### src/rtl/core/tsr_pkg.sv
// Shared types, constants and helper functions of the triangle span rasterizer.
package tsr_pkg;

    localparam int MAX_COLS  = 256;
    localparam int X_W       = 28;
    localparam int DIV_NUM_W = 28;
    localparam int DIV_DEN_W = 12;
    localparam int PROD_W    = 42;
    localparam int SUM_W     = 44;
    localparam int FRAC_W    = 16;

    localparam logic [1:0] REG_SURFACE_WIDTH  = 2'd0;
    localparam logic [1:0] REG_SURFACE_HEIGHT = 2'd1;

    localparam logic [8:0] SURFACE_WIDTH_RST  = 9'd64;
    localparam logic [6:0] SURFACE_HEIGHT_RST = 7'd64;

    localparam logic [1:0] VTX_A = 2'd0;
    localparam logic [1:0] VTX_B = 2'd1;
    localparam logic [1:0] VTX_C = 2'd2;

    localparam logic signed [SUM_W-1:0] X_HI = 44'sd134217727;
    localparam logic signed [SUM_W-1:0] X_LO = -44'sd134217728;

    typedef enum logic [3:0] {
        ST_IDLE,
        ST_CHK_L,
        ST_CHK_R,
        ST_DIV,
        ST_MUL,
        ST_FIN,
        ST_ROW,
        ST_MERGE,
        ST_EMIT_RD,
        ST_EMIT_OUT
    } back_state_t;

    typedef struct packed {
        logic               mode;
        logic signed [10:0] vax;
        logic signed [10:0] vay;
        logic signed [10:0] vbx;
        logic signed [10:0] vby;
        logic signed [10:0] vcx;
        logic signed [10:0] vcy;
        logic [15:0]        color;
        logic [1:0]         lo;
        logic [9:0]         row_start;
    } cmd_t;

    typedef struct packed {
        logic                 start;
        logic [DIV_NUM_W-1:0] num;
        logic [DIV_DEN_W-1:0] den;
    } div_req_t;

    typedef struct packed {
        logic                 done;
        logic [DIV_NUM_W-1:0] quot;
    } div_rsp_t;

    typedef struct packed {
        logic [7:0]  left;
        logic [7:0]  right;
        logic [15:0] color;
    } span_data_t;

    function automatic logic signed [10:0] vtx_pick(
        input logic [1:0] sel,
        input logic signed [10:0] a,
        input logic signed [10:0] b,
        input logic signed [10:0] c
    );
        logic signed [10:0] r;
        case (sel)
            VTX_A:   r = a;
            VTX_B:   r = b;
            VTX_C:   r = c;
            default: r = a;
        endcase
        return r;
    endfunction

    function automatic logic [1:0] vtx_prev(input logic [1:0] p);
        logic [1:0] r;
        case (p)
            VTX_A:   r = VTX_C;
            VTX_B:   r = VTX_A;
            VTX_C:   r = VTX_B;
            default: r = VTX_A;
        endcase
        return r;
    endfunction

    function automatic logic [1:0] vtx_next(input logic [1:0] p);
        logic [1:0] r;
        case (p)
            VTX_A:   r = VTX_B;
            VTX_B:   r = VTX_C;
            VTX_C:   r = VTX_A;
            default: r = VTX_A;
        endcase
        return r;
    endfunction

    function automatic logic signed [X_W-1:0] sat_x(input logic signed [SUM_W-1:0] v);
        logic signed [SUM_W-1:0] r;
        if (v > X_HI)
            r = X_HI;
        else if (v < X_LO)
            r = X_LO;
        else
            r = v;
        return r[X_W-1:0];
    endfunction

    // x / 65536 rounded toward zero
    function automatic logic signed [11:0] col_of(input logic signed [X_W-1:0] x);
        logic signed [11:0] q;
        q = x[X_W-1:FRAC_W];
        if (x[X_W-1] && (x[FRAC_W-1:0] != '0))
            q = q + 12'sd1;
        return q;
    endfunction

endpackage

### src/rtl/core/tsr_front.sv
// Front end: accepts input words, finds the starting vertex and row, queues the command.
module tsr_front (
    input  logic               in_valid,
    output logic               in_ready,
    input  logic               mode,
    input  logic signed [10:0] vertex_a_x,
    input  logic signed [10:0] vertex_a_y,
    input  logic signed [10:0] vertex_b_x,
    input  logic signed [10:0] vertex_b_y,
    input  logic signed [10:0] vertex_c_x,
    input  logic signed [10:0] vertex_c_y,
    input  logic [15:0]        fill_color,
    input  logic               fifo_full,
    output logic               push,
    output tsr_pkg::cmd_t      cmd
);

    logic [1:0]         lo;
    logic signed [10:0] lo_y;

    always_comb
    begin
        lo   = tsr_pkg::VTX_A;
        lo_y = vertex_a_y;
        if (vertex_b_y < lo_y)
        begin
            lo   = tsr_pkg::VTX_B;
            lo_y = vertex_b_y;
        end
        if (vertex_c_y < lo_y)
        begin
            lo   = tsr_pkg::VTX_C;
            lo_y = vertex_c_y;
        end
    end

    assign in_ready = !fifo_full;
    assign push     = in_valid && !fifo_full;

    always_comb
    begin
        cmd.mode      = mode;
        cmd.vax       = vertex_a_x;
        cmd.vay       = vertex_a_y;
        cmd.vbx       = vertex_b_x;
        cmd.vby       = vertex_b_y;
        cmd.vcx       = vertex_c_x;
        cmd.vcy       = vertex_c_y;
        cmd.color     = fill_color;
        cmd.lo        = lo;
        cmd.row_start = lo_y[10] ? 10'd0 : lo_y[9:0];
    end

endmodule

### config.mk
export PLATFORM = sky130hd
export DESIGN_NAME = tsr_front
export DESIGN_NICKNAME = d
export VERILOG_FILES = /design/src/rtl/core/tsr_pkg.sv /design/src/rtl/core/tsr_front.sv
export SDC_FILE = /design/constraint.sdc
export NUM_CORES = 1
export LEC_CHECK = 0
export BUFFER_PORTS_ARGS = -buffer_cell sky130_fd_sc_hd__buf_2
export CAP_MARGIN = 20
export CORE_ASPECT_RATIO = 0.8
export CORE_MARGIN = 2
export CORE_UTILIZATION = 40
export DETAILED_ROUTE_END_ITERATION = 12
export PLACE_DENSITY = 0.88
export SLEW_MARGIN = 20
export SYNTH_ARGS = -nofsm -noshare
export SYNTH_HDL_FRONTEND = slang
export SYNTH_SLANG_ARGS = --single-unit
export TNS_END_PERCENT = 30
### constraint.sdc
create_clock -name vclk -period 12.3
set_clock_uncertainty 0.1 [all_clocks]
set_input_delay 1.23 -clock vclk [all_inputs]
set_output_delay 1.23 -clock vclk [all_outputs]
set_load 0.01 [all_outputs]
# After elaboration in Yosys (flattened, before gate mapping)
# Cells that the tools add are included.
totals:
  input_bits: 85
  regBits: 0
  ram_bits: 0
  latchBits: 0
  n_memories: 0
  wordCells: 9
  mem_bits_ro: 0
op_classes:
  n_mux: 5
  addsub: 0
  div: 0
  n_shift: 0
  reduce_logical: 2
  magnitude_cmp: 2
  n_bitwise: 0
  n_mul: 0
  eq_ne: 0
ops:
  columns: ["operator", "count"]
  rows:
  - ["$lt A11 B11 Y1", 2]
  - ["$mux W11", 2]
  - ["$mux W10", 1]
  - ["$mux W2", 1]
  - ["$logic_and A1 B1 Y1", 1]
  - ["$logic_not A1 Y1", 1]
  - ["$mux W1", 1]

# Depth between registers and ports, before layout
logic_depth:
  ltp_word: 5
  mapped_depth: 20
  mapped_depth_nobuf: 17

# Worst setup path before layout
# Ideal clock, no wire load.
synth_timing:
  path_kind: "input port to output port"
  start: "input vertex_a_y[10]"
  end: "output cmd[1] in the netlist's numbering"
  slack_ps: 6093
  t_arrival_ps: 4877
  t_required_ps: 10970
  cell_stages: 20
  path_buffers: 4
  path_cell_list: "clkbuf_1 -> inv_1 -> ha_1 -> nand4_1 -> nor3_1 -> a21oi_1 -> nand2_1 -> xor2_1 -> buf_4 -> buf_4 -> a21oi_1 -> ha_1 -> nand2b_1 -> a2111oi_2 -> nor2b_1 -> and3_1 -> o21ai_0 -> nand4_1 -> buf_6 -> mux2i_1"
synth_lines:
  columns: ["element", "line_no", "rtl"]
  rows:
  - ["start, declared", "tsr_front.sv:7", "input logic signed [10:0] vertex_a_y,"]
  - ["end, declared", "tsr_front.sv:15", "output tsr_pkg::cmd_t cmd"]

==> run_summary.xml <==
<?xml version="1.0" encoding="UTF-8"?>
<metrics>
  <group name="outcome">
    <metric name="status" unit="">completed</metric>
  </group>
  <group name="routing">
    <metric name="wl_per_cell" unit="um">12.79</metric>
    <metric name="first_pass_iters" unit="">4</metric>
    <metric name="vias_per_cell" unit="">4.897</metric>
    <metric name="route.antenna.remaining_nets" unit="">0</metric>
    <metric name="postRouteWirelength" unit="mm">3.708</metric>
    <metric name="first_iter_violations" unit="">72</metric>
    <metric name="vias" unit="">1420</metric>
    <metric name="route.detailed.drc" unit="">0</metric>
  </group>
  <group name="sta">
    <metric name="layout_min_cycle_time" unit="ns">7.275</metric>
    <metric name="max_slew.worst_pin.slew" unit="ns">0.7965</metric>
    <metric name="timing.final.max_slew_violations" unit="">0</metric>
    <metric name="max_freq" unit="MHz">137.5</metric>
    <metric name="post-route-period-util" unit="">0.5914</metric>
    <metric name="rsz0062_at_grt" unit="">false</metric>
    <metric name="tns" unit="ns">0</metric>
    <metric name="slew-limit-headroom" unit="">0.4674</metric>
    <metric name="worst_hold_slack" unit="ns">2.360</metric>
    <metric name="finalSetupViolCount" unit="">0</metric>
    <metric name="finalHoldViolations" unit="">0</metric>
  </group>
  <group name="power">
    <metric name="power_frac_clock" unit="">0</metric>
    <metric name="leakagePower" unit="nW">0.8469</metric>
    <metric name="power.combinational.fraction" unit="">1.000</metric>
    <metric name="power.density_cell_area" unit="mW/mm2">71.77</metric>
    <metric name="seq_power_share" unit="">0</metric>
    <metric name="power.ir.vdd_worst" unit="V">0.00001958</metric>
    <metric name="total_switching_power" unit="W">0.00006192</metric>
    <metric name="p_sw_frac" unit="">0.5685</metric>
    <metric name="internal-power" unit="W">0.00004700</metric>
  </group>
  <group name="yosys">
    <metric name="netlist_area_pre_place" unit="mm2">0.001683</metric>
    <metric name="syn_nets" unit="">344</metric>
    <metric name="yosys_warnings" unit="">0</metric>
    <metric name="syn_area_per_cell" unit="um2">7.041</metric>
    <metric name="synth_seq_area_share" unit="">0</metric>
    <metric name="count_of_mapped_cells_out_of_synthesis" unit="">239</metric>
    <metric name="netlist-cell-type-count" unit="">26</metric>
  </group>
  <group name="critical_path">
    <metric name="worst_setup_path_start_kind" unit="">input pin</metric>
    <metric name="cp.arrival" unit="ns">5.94</metric>
    <metric name="criticalPathCategory" unit="">in -&gt; out</metric>
    <metric name="crit_required" unit="ns">10.97</metric>
    <metric name="cp-end-kind" unit="">output pin</metric>
    <metric name="timing.critical_path.buf_inv" unit="">4</metric>
    <metric name="crit_path_cell_trace" unit="">buf_2 &gt; inv_1 &gt; ha_1 &gt; nand4_1 &gt; nor3_1 &gt; a21oi_1 &gt; nand2_1 &gt; xor2_2 &gt; buf_4 &gt; a21oi_1 &gt; ha_1 &gt; nand2b_1 &gt; a2111oi_2 &gt; nor2b_1 &gt; and3_1 &gt; o21ai_0 &gt; nand4_1 &gt; mux2i_1 &gt; buf_2</metric>
    <metric name="critPathMaxStageDelay" unit="ns">0.59</metric>
    <metric name="path_max_fanout" unit="">19</metric>
    <metric name="path_delay_family" unit="">simple AND/OR/NAND/NOR gates</metric>
    <metric name="critPathSlowestCell" unit="">nand4_1</metric>
  </group>
  <group name="layout">
    <metric name="layout.area.seq" unit="um2">0</metric>
    <metric name="area_growth_syn_to_fin" unit="%">-9.814</metric>
    <metric name="seq_cell_count" unit="">0</metric>
    <metric name="num_antenna_cells" unit="">0</metric>
    <metric name="clkbuf_count" unit="">0</metric>
    <metric name="fin_nets" unit="">340</metric>
    <metric name="final_design_area_no_fill" unit="mm2">0.001518</metric>
    <metric name="post_route_cells_drive_above_1_share" unit="">0.3648</metric>
    <metric name="layout.cells.most_common_list" unit="">82 x buf_2, 21 x nor2_1, 20 x ha_1</metric>
    <metric name="layout.cells.most_common" unit="">buf_2</metric>
  </group>
  <group name="grt">
    <metric name="globalRoute.totalOverflow" unit="">0</metric>
    <metric name="track_usage" unit="">0.1493</metric>
    <metric name="grt_start_max_net_pins" unit="">20</metric>
    <metric name="initial_antenna_violation_count" unit="">0</metric>
    <metric name="number_of_global_route_vias_before_repair" unit="">1257</metric>
    <metric name="wire_length_of_the_first_global_routing_pass" unit="mm">5.802</metric>
  </group>
  <group name="die">
    <metric name="fp.dieW" unit="um">76.52</metric>
    <metric name="effective_utilization_at_floorplan" unit="">0.4079</metric>
    <metric name="die_area" unit="mm2">0.004745</metric>
    <metric name="chipHeight" unit="um">62.02</metric>
    <metric name="boundaryPins" unit="">182</metric>
    <metric name="rows" unit="">21</metric>
    <metric name="core-area" unit="mm2">0.004125</metric>
  </group>
  <group name="placed_design">
    <metric name="buffer_ports.inserted" unit="">82</metric>
    <metric name="detailedPlacementHpwl" unit="mm">3.063</metric>
    <metric name="gp_congestion" unit="">0.8892</metric>
    <metric name="placed_cell_area" unit="mm2">0.001518</metric>
  </group>
  <group name="clock_tree">
    <metric name="cts_hold_buf" unit="">0</metric>
    <metric name="post_cts_buffers" unit="">0</metric>
    <metric name="postCtsResizedCells" unit="">0</metric>
  </group>
  <group name="min_path">
    <metric name="type_of_the_tightest_min_delay_check" unit="">in -&gt; out</metric>
  </group>
  <group name="job">
    <metric name="drv_cap" unit="">0</metric>
  </group>
</metrics>
logic make-up (layout without fill, tap and decap cells):
logic type                 Yosys count  count (layout)  synth area share
AOI/OAI and AO/OA                   33              33            0.1167
xor gates and xnor gates             1               1          0.005205
adders and majority gates           20              20            0.1487
buffers and inverters              102              96            0.4223
muxes                               18              18            0.1071
and+or+nand+nor                     65              65            0.2000
worst paths after layout:
check	start	endpoint	slack (ns)	depth (start not counted)
min	fill_color[5]	cmd[17]	2.36	0
max	vertex_a_y[10]	cmd[3]	5.03	19
cells in the mapped netlist:
| cell | n | area [um2] |
|---|---|---|
| and3_1 | 2 | 12.51 |
| nand2b_1 | 14 | 87.58 |
| buf_4 | 85 | 638.1 |
| clkbuf_1 | 2 | 7.510 |
| nand4_1 | 4 | 25.02 |
| a21boi_0 | 1 | 7.510 |
| o2111ai_1 | 1 | 8.760 |
| ha_1 | 20 | 250.2 |
| a21oi_1 | 16 | 80.08 |
| or4b_1 | 1 | 10.01 |
| mux2i_1 | 18 | 180.2 |
| nand3_1 | 1 | 5.000 |
| a211oi_1 | 3 | 22.52 |
| a2111oi_2 | 1 | 15.01 |
| nor3_1 | 1 | 5.000 |
| o21ai_0 | 9 | 45.04 |
| xor2_1 | 1 | 8.760 |
| nand3b_1 | 1 | 7.510 |
| o311ai_1 | 1 | 8.760 |
| inv_1 | 13 | 48.80 |
| nor2_1 | 21 | 78.83 |
| buf_2 | 1 | 5.000 |
| a41oi_1 | 1 | 8.760 |
| buf_6 | 1 | 11.26 |
| nor2b_1 | 12 | 75.07 |
| nand2_1 | 8 | 30.03 |
power by group through the flow:
stage / Clock, W / Combinational, W / Sequential [W]
4_1_cts: 0 / 0.000110 / 0
2_1_floorplan: 0 / 0.0000995 / 0
5_1_grt: 0 / 0.000123 / 0
3_3_place_gp: 0 / 0.000108 / 0
3_5_place_dp: 0 / 0.000110 / 0
6_report: 0 / 0.000109 / 0
per-stage QoR:
step	worst slack [ns]	utilization	instances	total power [W]
finish	5.025	0.3679	290	0.0001089
global placement	5.216	0.3679	290	0.0001075
CTS	4.983	0.3679	290	0.0001105
detailed placement	4.993	0.3679	290	0.0001100
floorplan	6.093	-	239	0.00009947
global route	4.472	0.3679	290	0.0001233
routing by layer:
| metal | up-vias | GRT usage | wire [um] | share of wire |
|---|---|---|---|---|
| met5 | - | 0 | 0 | 0 |
| li1 | 708 | - | - | - |
| met1 | 613 | 0.1993 | 1738 | 0.47 |
| met3 | 12 | 0.03902 | 358 | 0.097 |
| met2 | 87 | 0.2516 | 1539 | 0.42 |
| met4 | 0 | 0.02597 | 71 | 0.019 |
cell type report:
type               instances  area [um2]
inverters                 13       48.80
repair buffers            83       417.9
well taps                 57       71.32
multi-input cells        137       979.7
fillers                  450        2608
No activity file was read; power rests on OpenSTA's default activity.
