## config.mk

```make
export PLATFORM = sky130hd
export DESIGN_NAME = tsr_cmd_fifo
export DESIGN_NICKNAME = d
export VERILOG_FILES = /design/src/rtl/core/tsr_pkg.sv /design/src/rtl/core/tsr_cmd_fifo.sv
export SDC_FILE = /design/constraint.sdc
export NUM_CORES = 1
export LEC_CHECK = 0
export ABC_AREA = 1
export CAP_MARGIN = 20
export CORE_MARGIN = 8
export CORE_UTILIZATION = 58
export CTS_CLUSTER_DIAMETER = 150
export DETAILED_ROUTE_END_ITERATION = 8
export DONT_BUFFER_PORTS = 1
export PLACE_DENSITY_LB_ADDON = 0.08
export SETUP_SLACK_MARGIN = 0.15
export SYNTH_ARGS = -nofsm -noshare
export SYNTH_HDL_FRONTEND = slang
export SYNTH_SLANG_ARGS = --single-unit
export TNS_END_PERCENT = 5
```

## constraint.sdc

```tcl
create_clock -name clk -period 6.5 [get_ports clk]
set_clock_uncertainty 0.15 [all_clocks]
set_input_delay 0.65 -clock clk [delete_from_list [all_inputs] [get_ports clk]]
set_output_delay 0.65 -clock clk [all_outputs]
set_load 0.05 [all_outputs]
```

## src/rtl/core/tsr_pkg.sv

```systemverilog
// Shared types, constants and helper functions of the triangle span rasterizer.
package tsr_pkg;

    localparam int MAX_COLS  = 256;
    localparam int X_W       = 28;
    localparam int DIV_NUM_W = 28;
    localparam int DIV_DEN_W = 12;
    localparam int PROD_W    = 42;
    localparam int SUM_W     = 44;
    localparam int FRAC_W    = 16;

    localparam logic [1:0] REG_SURFACE_WIDTH  = 2'd0;
    localparam logic [1:0] REG_SURFACE_HEIGHT = 2'd1;

    localparam logic [8:0] SURFACE_WIDTH_RST  = 9'd64;
    localparam logic [6:0] SURFACE_HEIGHT_RST = 7'd64;

    localparam logic [1:0] VTX_A = 2'd0;
    localparam logic [1:0] VTX_B = 2'd1;
    localparam logic [1:0] VTX_C = 2'd2;

    localparam logic signed [SUM_W-1:0] X_HI = 44'sd134217727;
    localparam logic signed [SUM_W-1:0] X_LO = -44'sd134217728;

    typedef enum logic [3:0] {
        ST_IDLE,
        ST_CHK_L,
        ST_CHK_R,
        ST_DIV,
        ST_MUL,
        ST_FIN,
        ST_ROW,
        ST_MERGE,
        ST_EMIT_RD,
        ST_EMIT_OUT
    } back_state_t;

    typedef struct packed {
        logic               mode;
        logic signed [10:0] vax;
        logic signed [10:0] vay;
        logic signed [10:0] vbx;
        logic signed [10:0] vby;
        logic signed [10:0] vcx;
        logic signed [10:0] vcy;
        logic [15:0]        color;
        logic [1:0]         lo;
        logic [9:0]         row_start;
    } cmd_t;

    typedef struct packed {
        logic                 start;
        logic [DIV_NUM_W-1:0] num;
        logic [DIV_DEN_W-1:0] den;
    } div_req_t;

    typedef struct packed {
        logic                 done;
        logic [DIV_NUM_W-1:0] quot;
    } div_rsp_t;

    typedef struct packed {
        logic [7:0]  left;
        logic [7:0]  right;
        logic [15:0] color;
    } span_data_t;

    function automatic logic signed [10:0] vtx_pick(
        input logic [1:0] sel,
        input logic signed [10:0] a,
        input logic signed [10:0] b,
        input logic signed [10:0] c
    );
        logic signed [10:0] r;
        case (sel)
            VTX_A:   r = a;
            VTX_B:   r = b;
            VTX_C:   r = c;
            default: r = a;
        endcase
        return r;
    endfunction

    function automatic logic [1:0] vtx_prev(input logic [1:0] p);
        logic [1:0] r;
        case (p)
            VTX_A:   r = VTX_C;
            VTX_B:   r = VTX_A;
            VTX_C:   r = VTX_B;
            default: r = VTX_A;
        endcase
        return r;
    endfunction

    function automatic logic [1:0] vtx_next(input logic [1:0] p);
        logic [1:0] r;
        case (p)
            VTX_A:   r = VTX_B;
            VTX_B:   r = VTX_C;
            VTX_C:   r = VTX_A;
            default: r = VTX_A;
        endcase
        return r;
    endfunction

    function automatic logic signed [X_W-1:0] sat_x(input logic signed [SUM_W-1:0] v);
        logic signed [SUM_W-1:0] r;
        if (v > X_HI)
            r = X_HI;
        else if (v < X_LO)
            r = X_LO;
        else
            r = v;
        return r[X_W-1:0];
    endfunction

    // x / 65536 rounded toward zero
    function automatic logic signed [11:0] col_of(input logic signed [X_W-1:0] x);
        logic signed [11:0] q;
        q = x[X_W-1:FRAC_W];
        if (x[X_W-1] && (x[FRAC_W-1:0] != '0))
            q = q + 12'sd1;
        return q;
    endfunction

endpackage

```

## src/rtl/core/tsr_cmd_fifo.sv

```systemverilog
// Two-entry command queue between front and back end.
module tsr_cmd_fifo (
    input  logic          clk,
    input  logic          rst_n,
    input  logic          push,
    input  tsr_pkg::cmd_t wdata,
    input  logic          pop,
    output tsr_pkg::cmd_t rdata,
    output logic          full,
    output logic          empty
);

    tsr_pkg::cmd_t entry_reg [2];
    logic          wr_ptr_reg;
    logic          wr_ptr_next;
    logic          rd_ptr_reg;
    logic          rd_ptr_next;
    logic [1:0]    count_reg;
    logic [1:0]    count_next;
    logic          do_push;
    logic          do_pop;

    assign full    = (count_reg == 2'd2);
    assign empty   = (count_reg == 2'd0);
    assign do_push = push && !full;
    assign do_pop  = pop && !empty;
    assign rdata   = entry_reg[rd_ptr_reg];

    always_comb
    begin
        wr_ptr_next = do_push ? !wr_ptr_reg : wr_ptr_reg;
        rd_ptr_next = do_pop ? !rd_ptr_reg : rd_ptr_reg;
        count_next  = count_reg + 2'(do_push) - 2'(do_pop);
    end

    always_ff @(posedge clk or negedge rst_n)
    begin
        if (!rst_n)
        begin
            wr_ptr_reg <= 1'b0;
            rd_ptr_reg <= 1'b0;
            count_reg  <= 2'd0;
        end
        else
        begin
            wr_ptr_reg <= wr_ptr_next;
            rd_ptr_reg <= rd_ptr_next;
            count_reg  <= count_next;
        end
    end

    always_ff @(posedge clk)
    begin
        if (do_push)
            entry_reg[wr_ptr_reg] <= wdata;
    end

endmodule

```

Word level (Yosys, flattened, before mapping)
Memory sizes are Yosys's and may differ from the RTL's.
Cells that the tools add are included.
{ "totals": {"reg_bits": 4, "ramBits": 190, "output_inout_bits": 97, "memories": 1} }
{ "memory_table": {"columns": ["memory", "words", "width", "rd", "rd_clocked_by_memory_dff", "write_ports", "line_no", "text"], "rows": [
  ["entry_reg", 2, 95, 1, 0, 1, "tsr_cmd_fifo.sv:13", "tsr_pkg::cmd_t entry_reg [2];"]
]} }
{ "op_classes": {"n_addsub": 2, "n_eq_ne": 1, "muxes": 2, "reduce_logical": 7} }
{ "ops": {"columns": ["cell", "count"], "rows": [
  ["logical NOT 1 bit", 4],
  ["adder 2 x 1 -> 2 bit", 1],
  ["== test 2 bit, second input constant", 1],
  ["logical AND 1 bit", 2],
  ["logical NOT 2 bit", 1],
  ["2-to-1 mux 1 bit", 2],
  ["subtractor 2 x 1 -> 2 bit", 1]
]} }

Depth between registers and ports, before layout
Gate-level depths: netlist of run 1.
{ "depth": {"word_depth": 5, "ltp_mapped": 10, "ltp_nobuf": 10} }

Least setup slack after synthesis of run 1
Ideal clock, no wire load.
{ "synth_path": {"path_type": "input -> register", "from": "input push", "to": "memory entry_reg[1][0] in the netlist's numbering (enable)", "setup_time_ns": 0.549, "arrival_time_ns": 4.690, "required_ns": 5.801, "slack_ns": 1.111, "cell_stages": 2, "path_buffers": 0, "cell_sequence": "nand2_1 -> nor2_1"} }
{ "synth_between": {"elab_chain_cells": 3} }
{ "synth_rtl": {"columns": ["element", "line_no", "text"], "rows": [
  ["from (decl)", "tsr_cmd_fifo.sv:5", "input logic push,"],
  ["logical AND 1 bit", "tsr_cmd_fifo.sv:25", "assign do_push = push && !full;"],
  ["2-to-1 mux 1 bit", "tsr_cmd_fifo.sv:54", "if (do_push)"],
  ["2-to-1 mux 1 bit (not written as such)", "tsr_cmd_fifo.sv:55", "entry_reg[wr_ptr_reg] <= wdata;"],
  ["to (decl)", "tsr_cmd_fifo.sv:13", null]
]} }
Every way passes these cells.

==> metrics.md, run 1 <==
| Metric | Value |
|---|---|
| Routed wl met2 | 7010 um |
| Num CTS Buffers | 17 |
| Antenna violation net count after detailed routing | 0 |
| Met3 wire length | 1850 um |
| Mapped Area | 7150 sq um |
| DPL Wire Length | 8650 um |
| GRT Total Usage | 17.2% |
| Post-synthesis xor/xnor area fraction | 0% |
| # IOs | 196 |
| Sequential element share of the synthesized area | 81.2% |
| Minimum clock period | 3.24 ns |
| Top Layer Used | met4 |
| Mean Syn Cell Area | 13.5 sq um |
| DR pass1 iterations | 4 |
| Terminus of the critical flop-to-flop path | entry_reg[1][75] |
| Hold Crit Endpoint | entry_reg[0][21] |
| R2R cell count | 4 |
| 1st-iter DRT viols | 290 |
| Area Overhead vs Synth | 10.6% |
| Clk_lat worst skew | 0.41 ns |
| CTS tree | yes |
| Die H | 127 um |
| Grt ovf | 0 |
| Synth warn | 0 |
| H-tree Lvls | 4 |
| Vias | 3,639 |
| # rows | 40 |
| Die ar. | 16,100 sq um |
| Clock sinks | 194 |
| Max-Cap Viols | 0 |
| Final Setup Violations | 0 |
| Layout cells sized above 1 | 7.14% |
| Post-synthesis mux area share | 0% |
| Core area | 12,000 sq um |
| Worst R2R Start | count_reg[1] |
| Distinct cells, synth | 11 |
| Largest net degree at the start of global routing | 97 |
| Die Wd | 127 um |
| Hold depth | 0 |
| Final #Nets | 634 |
| Synth Area in Adders | 0.350% |
| Drt via density | 5.25 |
| # Post-CTS Setup Buffers | 0 |
| Worst endpoint data arrival time | 2.44 ns |
| Relative slew slack | 32.1% |
| Routed len/inst | 19.8 um |
| Vias in the first global route | 3,692 |
| Setup crit end kind | primary output |
| Worst path most repeated cell | nand2_1 |
| Clk buf depth | 2 |
| Diodes inserted | 0 |
| PortBufs | 0 |
| Root Driver | clkbuf_16 |
| Largest family of logic cells by synthesized area | simple AND/OR/NAND/NOR gates |
| Worst-path fanout max | 88 |
| CP Cell Sequence | clkinv_2 -> buf_4 -> nand2_1 -> nand2_1 |
| Crit share post-route | 49.8% |
| Wirelength, routed | 13,700 um |
| Worst-margin pin slew | 1.02 ns |
| Worst-path clk slew | 0.06 ns |
| Outcome | completed |
| Fmax | 0.309 GHz |
| Post-CTS Hold Buffers | 1 |
| Met1 WL | 4700 um |
| First-pass GRT wire length | 20,500 um |
| Setup TNS | 0 ns |
| Startpoint Class | flip-flop |
| Initial antenna violation count | 0 |
| Required time worst endpoint | 5.70 ns |
| Slowest cell on the critical path | buf_4 |
| RSZ-0062 raised after global routing | no |
| Initial Util | 59.6% |
| # DRC | 0 |
| Register-to-register setup slack | 3.77 ns |
| Synth Area in Compound Gates | 0% |
| Commonest non-fill, non-tap cells in the layout | nand2_1 (298), edfxtp_1 (190), clkbuf_16 (17) |
| Leading cell type in the layout, fill and taps excluded | nand2_1 |
| Post-synthesis simple-gate area fraction | 15.9% |
| Syn_nets | 631 |
| Hold crit path type | input port to flip-flop |
| Resized Gates After CTS | 0 |
| Final Slew Violations | 0 |
| CP peak stage delay | 0.72 ns |
| Critical path type | flip-flop to primary output |
| Fillers | 844 |
| Mapped Cells | 530 |
| Largest register FFs | 190 |
| #FFs+latches synth | 194 |
| Hold Vio Cnt, Final | 0 |
| Worst min-delay path startpoint | wdata[21] |
| Final weighted congestion in routability-driven placement | 0.702 |
## how the worst max path moves through the flow
stage                     from                to  slack (ns)
floorplan                 push   entry_reg[1][0]        1.11
global placement          push  entry_reg[1][75]        3.58
detailed placement        push  entry_reg[1][28]        3.58
CTS                 rd_ptr_reg          rdata[8]        3.25
global route        rd_ptr_reg          rdata[8]        3.10
finish              rd_ptr_reg          rdata[8]        3.26
## routing by layer
metal	up-vias	global-route usage, %
li1	1776	-
met1	1723	17.7
met2	128	28.3
met3	12	10.1
met4	0	6.72
met5	-	0
## worst max-delay path, delay by kind of cell (launching register included)
kind / cells / cell delay (ns)
flops: 1 / 0.48
simple gates: 2 / 0.60
buf+inv: 2 / 0.85
## synthesized netlist by cell type
master | count | area [sq um]
buf_2 | 13 | 65.1
buf_4 | 3 | 22.5
buf_6 | 5 | 56.3
dfrtp_1 | 4 | 100
edfxtp_1 | 190 | 5710
ha_1 | 2 | 25.0
inv_1 | 10 | 37.5
inv_2 | 1 | 3.75
nand2_1 | 298 | 1120
nand3_1 | 3 | 15.0
nor2_1 | 1 | 3.75
## area by class of cell
| class | count | area (sq um) | share of cell area (%) |
|---|---|---|---|
| multi-input combinational | 304 | 1170 | 14.8 |
| clock inverter | 15 | 239 | 3.02 |
| sequential | 194 | 5810 | 73.4 |
| timing repair buffer | 5 | 40.0 | 0.506 |
| clock buffer | 17 | 425 | 5.38 |
| tap | 147 | 184 | 2.32 |
| inverter | 11 | 45.0 | 0.569 |
## per-stage QoR
stage / setup slack [ns] / hold slack (ns) / cells / area [sq um] / util, %
finish: 3.26 / 0.174 / 693 / 7910 / 65.9
CTS: 3.25 / 0.152 / 693 / 7910 / 65.9
detailed placement: 3.58 / 0.205 / 660 / 7240 / 60.3
global route: 3.10 / 0.154 / 693 / 7910 / 65.9
global placement: 3.58 / 0.205 / 660 / 7240 / 60.3
floorplan: 1.11 / 0.204 / 530 / 7150 / -
## logic make-up after synthesis
logic type | count (synthesis)
flip-flops | 194
adder cells (fa/ha/maj) | 2
buffers and inverters | 32
AND/OR/NAND/NOR | 302
Power of run 1 is not shown: default switching activity piles up to over one toggle a cycle in this logic, so the estimate is an artifact.
==> run 2: changes to the inputs <==
--- a/config.mk
+++ b/config.mk
@@ -8,7 +8,7 @@
 export ABC_AREA = 1
 export CAP_MARGIN = 20
 export CORE_MARGIN = 8
-export CORE_UTILIZATION = 58
+export CORE_UTILIZATION = 56
 export CTS_CLUSTER_DIAMETER = 150
 export DETAILED_ROUTE_END_ITERATION = 8
 export DONT_BUFFER_PORTS = 1
==> constraint.sdc (replaced) <==
create_clock -name clk -period 2.64 [get_ports clk]
set_clock_uncertainty 0.15 [all_clocks]
set_input_delay 0.264 -clock clk [delete_from_list [all_inputs] [get_ports clk]]
set_output_delay 0.264 -clock clk [all_outputs]
set_load 0.05 [all_outputs]
==> run 2 against run 1 <==
Die area grew 3.1%. Design area is 32% higher. Critical path depth did not move. Via count is 30% higher. Non-clock buffer count rose by 195. Setup slack lost 3.0 ns. Wire length grew 31%.
==> metrics.md, run 2 (synthesis gave the netlist of run 1 again) <==
| Metric | Value |
|---|---|
| Largest register FFs | 190 (unchanged) |
| Layout cells sized above 1 | 17.6% (+10 points) |
| Setup crit end kind | primary output |
| Final Setup Violations | 0 (unchanged) |
| Buffer and inverter count on the worst path | 2 (unchanged) |
| Final #Nets | 829 (+31%) |
| Clock sinks | 194 (unchanged) |
| GRT Total Usage | 21.8% (+4.6 points) |
| Largest net degree at the start of global routing | 97 (unchanged) |
| Die Wd | 129 um (+1.5%) |
| PD cells | 1390 nW/um^2 |
| Worst endpoint data arrival time | 1.97 ns (-0.47 ns) |
| Final Slew Violations | 0 (unchanged) |
| Worst path most repeated cell | nand2_1 |
| First-pass GRT wire length | 26,900 um (+31%) |
| Crit share post-route | 90.3% |
| Vias | 4,730 (+30%) |
| Worst-path fanout max | 96 (+9.1%) |
| Relative slew slack | 56.1% (+24 points) |
| Worst path depth | 4 (unchanged) |
| RSZ-0062 raised after global routing | no |
| Grt ovf | 0 (unchanged) |
| Drt via density | 5.19 (-1.2%) |
| Leading cell type in the layout, fill and taps excluded | nand2_1 |
| Worst-path clk slew | 0.06 ns (about the same) |
| CTS tree | yes |
| Wirelength, routed | 17,900 um (+31%) |
| Routed len/inst | 19.6 um (-0.72%) |
| R2R cell count | 5 (+1) |
| Num CTS Buffers | 17 (unchanged) |
| Worst R2R Start | count_reg[0] |
| Hold Vio Cnt, Final | 0 (unchanged) |
| PortBufs | 0 (unchanged) |
| Final weighted congestion in routability-driven placement | 0.748 (+6.7%) |
| # IOs | 196 (unchanged) |
| CP Cell Sequence | clkbuf_8 -> nand2_1 -> nand2_1 -> buf_12 |
| Worst min-delay path startpoint | wr_ptr_reg |
| Hold crit path type | flip-flop to flip-flop |
| Clk buf depth | 2 (unchanged) |
| Critical path type | flip-flop to primary output |
| Leak Pwr | 4.25 nW |
| Minimum clock period | 2.39 ns |
| Required time worst endpoint | 2.23 ns (-3.47 ns) |
| Antenna violation net count after detailed routing | 0 (unchanged) |
| Hold depth | 2 (+2) |
| Initial Util | 56.9% (-2.6 points) |
| Outcome | completed |
| Register-to-register setup slack | 0.59 ns (-3.18 ns) |
| Pwr Total | 14.6 mW |
| Root Driver | clkbuf_16 |
| Hold Crit Endpoint | wr_ptr_reg |
| Vias in the first global route | 4,915 (+33%) |
| Startpoint Class | flip-flop |
| Die H | 129 um (+1.5%) |
| H-tree Lvls | 4 (unchanged) |
| 1st-iter DRT viols | 561 (+93%) |
| Terminus of the critical flop-to-flop path | entry_reg[0][44] |
| Worst-margin pin slew | 0.658 ns (-0.361 ns) |
| Commonest non-fill, non-tap cells in the layout | nand2_1 (296), edfxtp_1 (190), dlygate4sd3_1 (99) |
| Area Overhead vs Synth | 46.5% |
| Initial antenna violation count | 0 (unchanged) |
| DR pass1 iterations | 4 (unchanged) |
| DPL Wire Length | 10,300 um (+19%) |
| Setup TNS | 0 ns (unchanged) |
| # rows | 41 (+2.5%) |
| CP peak stage delay | 0.51 ns (-0.21 ns) |
| # DRC | 0 (unchanged) |
| Die ar. | 16,600 sq um (+3.1%) |
| Cell family with most CP delay | buffers and inverters |
| Fmax | 0.419 GHz |
| Core area | 12,600 sq um (+4.6%) |
| Clk_lat worst skew | 0.42 ns (about the same) |
| Worst VDD drop | 879 uV |
| Slowest cell on the critical path | clkbuf_8 |
| Max-Cap Viols | 0 (unchanged) |
==> run 2: tightest hold or removal path: cells and delay by family (launching register included) <==
family / cells / cell delay (ns)
DFF: 1 / 0.35
and+or+nand+nor: 2 / 0.11
==> run 2: per-layer routing <==
metal | routed length, um | share of wire (%) | vias up | GRT usage, %
li1 | - | - | 2170 | -
met3 | 1410 | 7.9 | 21 | 6.57
met2 | 9910 | 55 | 228 | 40.3
met4 | 301 | 1.7 | 0 | 7.74
met5 | 0 | 0 | - | 0
met1 | 6280 | 35 | 2311 | 23.0
==> run 2: area by class of cell <==
cell class | instances | area (sq um)
diodes | 1 | 2.50
clock buffers | 22 | 444
clock inverters | 8 | 41.3
fillers | 589 | 2090
inverters | 11 | 46.3
multi-input cells | 304 | 1180
flip-flops and latches | 194 | 5810
well taps | 172 | 215
repair buffers | 200 | 2740
==> run 2: worst max path at each step <==
stage / endpoint / from / slack (ns)
after global placement: rdata[35] / rd_ptr_reg / 0.61
after global routing: rdata[14] / rd_ptr_reg / 0.20
after floorplan: entry_reg[1][0] / count_reg[1] / 0.10
after detailed placement: rdata[19] / rd_ptr_reg / 0.54
final: rdata[14] / rd_ptr_reg / 0.25
after CTS: rdata[18] / rd_ptr_reg / 0.30
==> run 2: power breakdown <==
group          internal (mW)  total (mW)  switching (mW)
registers               4.20        4.39           0.185
logic                   2.99        8.00            5.01
clock network           1.18        2.19            1.01
==> run 2: through the flow <==
step	worst slack [ns]	std cells	hold slack, ns	utilization (%)	area [sq um]
6_report	0.255	912	0.333	83.4	10500
5_1_grt	0.202	911	0.333	83.4	10500
4_1_cts	0.303	911	0.329	83.4	10500
3_5_place_dp	0.539	782	-0.181	71.6	9000
3_3_place_gp	0.612	782	-0.181	71.6	9000
2_1_floorplan	0.104	530	-0.182	-	7170
==> run 2: what timing repair did <==
action / in CTS / in global routing
setup buffers: 0 / 0
resized for setup: 1 / 1
hold endpoints to repair: 196 / 0
endpoints found under the setup margin: 37 / 1
hold buffers: 99 / 0
Power figures use the tool's default switching activity.
==> run 3: changes to the inputs <==
==> constraint.sdc (replaced) <==
create_clock -name clk -period 2.1 [get_ports clk]
set_clock_uncertainty 0.15 [all_clocks]
set_input_delay 0.21 -clock clk [delete_from_list [all_inputs] [get_ports clk]]
set_output_delay 0.21 -clock clk [all_outputs]
set_load 0.05 [all_outputs]
==> run 3 against run 2 <==
Utilization up 4.1 points. Flip-flop and latch count stayed put. Clock power increased by 47%. Highest routed layer unchanged. Setup slack lost 0.17 ns. First-iteration DRC count is 17% lower. Combinational power increased by 40%. Clock-buffer cell count shrank 2. Via count increased by 5.6%. Critical endpoint is now rdata[69]. Non-clock buffer count is 12 higher. Sequential power up 27%. Largest cell class unchanged.
==> metrics.md, run 3 (synthesis gave the netlist of run 1 again) <==
| Metric | Value |
|---|---|
| Initial antenna violation count | 2 (+2) |
| Leak Pwr | 4.45 nW (+4.7%) |
| Fmax | 0.496 GHz |
| Die Wd | 129 um (unchanged) |
| Die ar. | 16,600 sq um (unchanged) |
| H-tree Lvls | 4 (unchanged) |
| PD cells | 1810 nW/um^2 (+30%) |
| Commonest non-fill, non-tap cells in the layout | nand2_1 (265), edfxtp_1 (190), dlygate4sd3_1 (99) |
| Setup TNS | 0 ns (unchanged) |
| Critical path type | flip-flop to primary output |
| End of the critical path | rdata[69] |
| Worst endpoint data arrival time | 1.65 ns (-0.32 ns) |
| Worst VDD drop | 1060 uV (+21%) |
| Worst-margin pin slew | 0.469 ns (-0.190 ns) |
| Worst R2R Start | count_reg[1] |
| Area Overhead vs Synth | 53.8% |
| Final weighted congestion in routability-driven placement | 0.740 (-1.1%) |
| Slack of the critical path | 0.0855 ns (-0.169 ns) |
| Largest net degree at the start of global routing | 58 (-40%) |
| Outcome | completed |
| Comb power frac | 56.0% (+1.1 points) |
| Register-to-register setup slack | 0.33 ns (-0.26 ns) |
| Clk buf depth | 2 (unchanged) |
| RSZ-0062 raised after global routing | yes |
| Final core occ | 87.5% (+4.1 points) |
| Num CTS Buffers | 17 (unchanged) |
| Crit share post-route | 95.9% |
| Vias | 4,994 (+5.6%) |
| Hold crit path type | input port to flip-flop |
| DPL Wire Length | 10,300 um (+0.23%) |
| Register share of total power | 27.9% (-2.2 points) |
| Dpl cell area | 9060 sq um (+0.67%) |
| Setup crit end kind | primary output |
| Non-Filler Instances | 927 (+1.6%) |
| Grt ovf | 0 (unchanged) |
| Critical path origin | rd_ptr_reg |
| Startpoint Class | flip-flop |
| # IOs | 196 (unchanged) |
| Required time worst endpoint | 1.74 ns (-0.49 ns) |
| Worst-path fanout max | 13 (-86%) |
| P_sw | 8.40 mW (+35%) |
| 1st-iter DRT viols | 467 (-17%) |
| Core area | 12,600 sq um (unchanged) |
| Leading cell type in the layout, fill and taps excluded | nand2_1 |
| Clk_lat worst skew | 0.42 ns (about the same) |
| DR pass1 iterations | 5 (+1) |
| Wirelength, routed | 21,000 um (+18%) |
| Root Driver | clkbuf_16 |
| Worst-path clk slew | 0.07 ns (about the same) |
| R2R cell count | 10 (+5) |
| # rows | 41 (unchanged) |
| Layout cells sized above 1 | 23.2% (+5.6 points) |
| Final #Nets | 841 (+1.4%) |
| Hold Vio Cnt, Final | 0 (unchanged) |
| Sw frac | 42.1% (-0.47 points) |
| GRT Total Usage | 23.6% (+1.8 points) |
| Terminus of the critical flop-to-flop path | count_reg[1] |
| # DRC | 0 (unchanged) |
| Largest register FFs | 190 (unchanged) |
| Routed len/inst | 22.7 um (+16%) |
| Power share of the clock group | 16.1% (+1.1 points) |
| First-pass GRT wire length | 29,100 um (+8.0%) |
| P_int | 11.6 mW (+38%) |
| Clock sinks | 194 (unchanged) |
| CTS tree | yes |
| Final Slew Violations | 0 (unchanged) |
| Final Setup Violations | 0 (unchanged) |
| Max-Cap Viols | 0 (unchanged) |
| Pre-CTS setup slack | 0.442 ns (-0.0968 ns) |
| Relative slew slack | 68.7% (+13 points) |
| PortBufs | 0 (unchanged) |
| Antenna violation net count after detailed routing | 0 (unchanged) |
| Placed insts | 785 (+0.38%) |
| Vias in the first global route | 5,132 (+4.4%) |
| Minimum clock period | 2.01 ns |
| Initial Util | 56.9% (unchanged) |
| Drt via density | 5.39 (+3.9%) |
| Finished Cell Area | 11,000 sq um (+5.0%) |
| Die H | 129 um (unchanged) |
[run 3: changes by cell type in the layout (fill, tap and decap cells not counted), sizes merged]
| cell | previous run | this run |
|---|---|---|
| bufinv | 0 | 3 |
| clkinvlp | 3 | 2 |
| clkinv | 7 | 8 |
| inv | 9 | 10 |
| buf | 100 | 110 |
| diode | 1 | 2 |
[run 3: area by class of cell]
cell class	instances	area, sq um
Antenna cell	2	5.00
Timing Repair Buffer	212	3080
Sequential cell	194	5810
Clock inverter	12	139
Fill cell	508	1570
Multi-Input combinational cell	304	1260
Clock buffer	20	437
Inverter	11	57.6
Tap cell	172	215
[run 3: how the worst min path moves through the flow]
stage / from / endpoint / slack, ns / cells past startpoint
6_report: wdata[69] / entry_reg[0][69] / 0.29 / 1
5_1_grt: wdata[69] / entry_reg[1][69] / 0.28 / 1
4_1_cts: wdata[70] / entry_reg[0][70] / 0.27 / 1
3_5_place_dp: rst_n / count_reg[1] / -0.24 / 0
3_3_place_gp: rst_n / count_reg[0] / -0.24 / 0
2_1_floorplan: rst_n / count_reg[0] / -0.24 / 0
[run 3: power by group through the flow]
stage / logic (mW) / registers (mW) / clock network (mW)
final: 11.2 / 5.57 / 3.21
after CTS: 10.7 / 5.52 / 3.18
after detailed placement: 9.94 / 5.57 / 0
after floorplan: 5.42 / 5.54 / 0
after global placement: 9.80 / 5.52 / 0
after global routing: 11.6 / 5.63 / 3.36
[run 3: per-layer routing]
metal | vias to the layer above | GRT usage, % | wire length [um]
li1 | 2205 | - | -
met1 | 2493 | 25.6 | 7100
met2 | 254 | 43.6 | 11900
met3 | 42 | 6.37 | 1610
met4 | 0 | 7.95 | 473
met5 | - | 0 | 0
[run 3: timing repair]
item,in CTS,in global routing
hold buffers,99,0
buffers inserted,2,0
endpoints found under the setup margin,89,95
gates cloned,4,3
endpoints found under the hold margin,196,0
resized for setup,34,19
[run 3: worst max-delay path: stages, from the launching register on]
cell	delay [ns]
dfrtp_4	0.56
clkinv_8	0.14
clkbuf_16	0.18
nand2_1	0.07
nand2_1	0.07
buf_4	0.20
[run 3: stage by stage]
step / hold WS (ns) / total power [mW]
4_1_cts: 0.271 / 19.4
5_1_grt: 0.280 / 20.6
3_3_place_gp: -0.235 / 15.3
3_5_place_dp: -0.235 / 15.5
2_1_floorplan: -0.236 / 11.0
6_report: 0.288 / 20.0
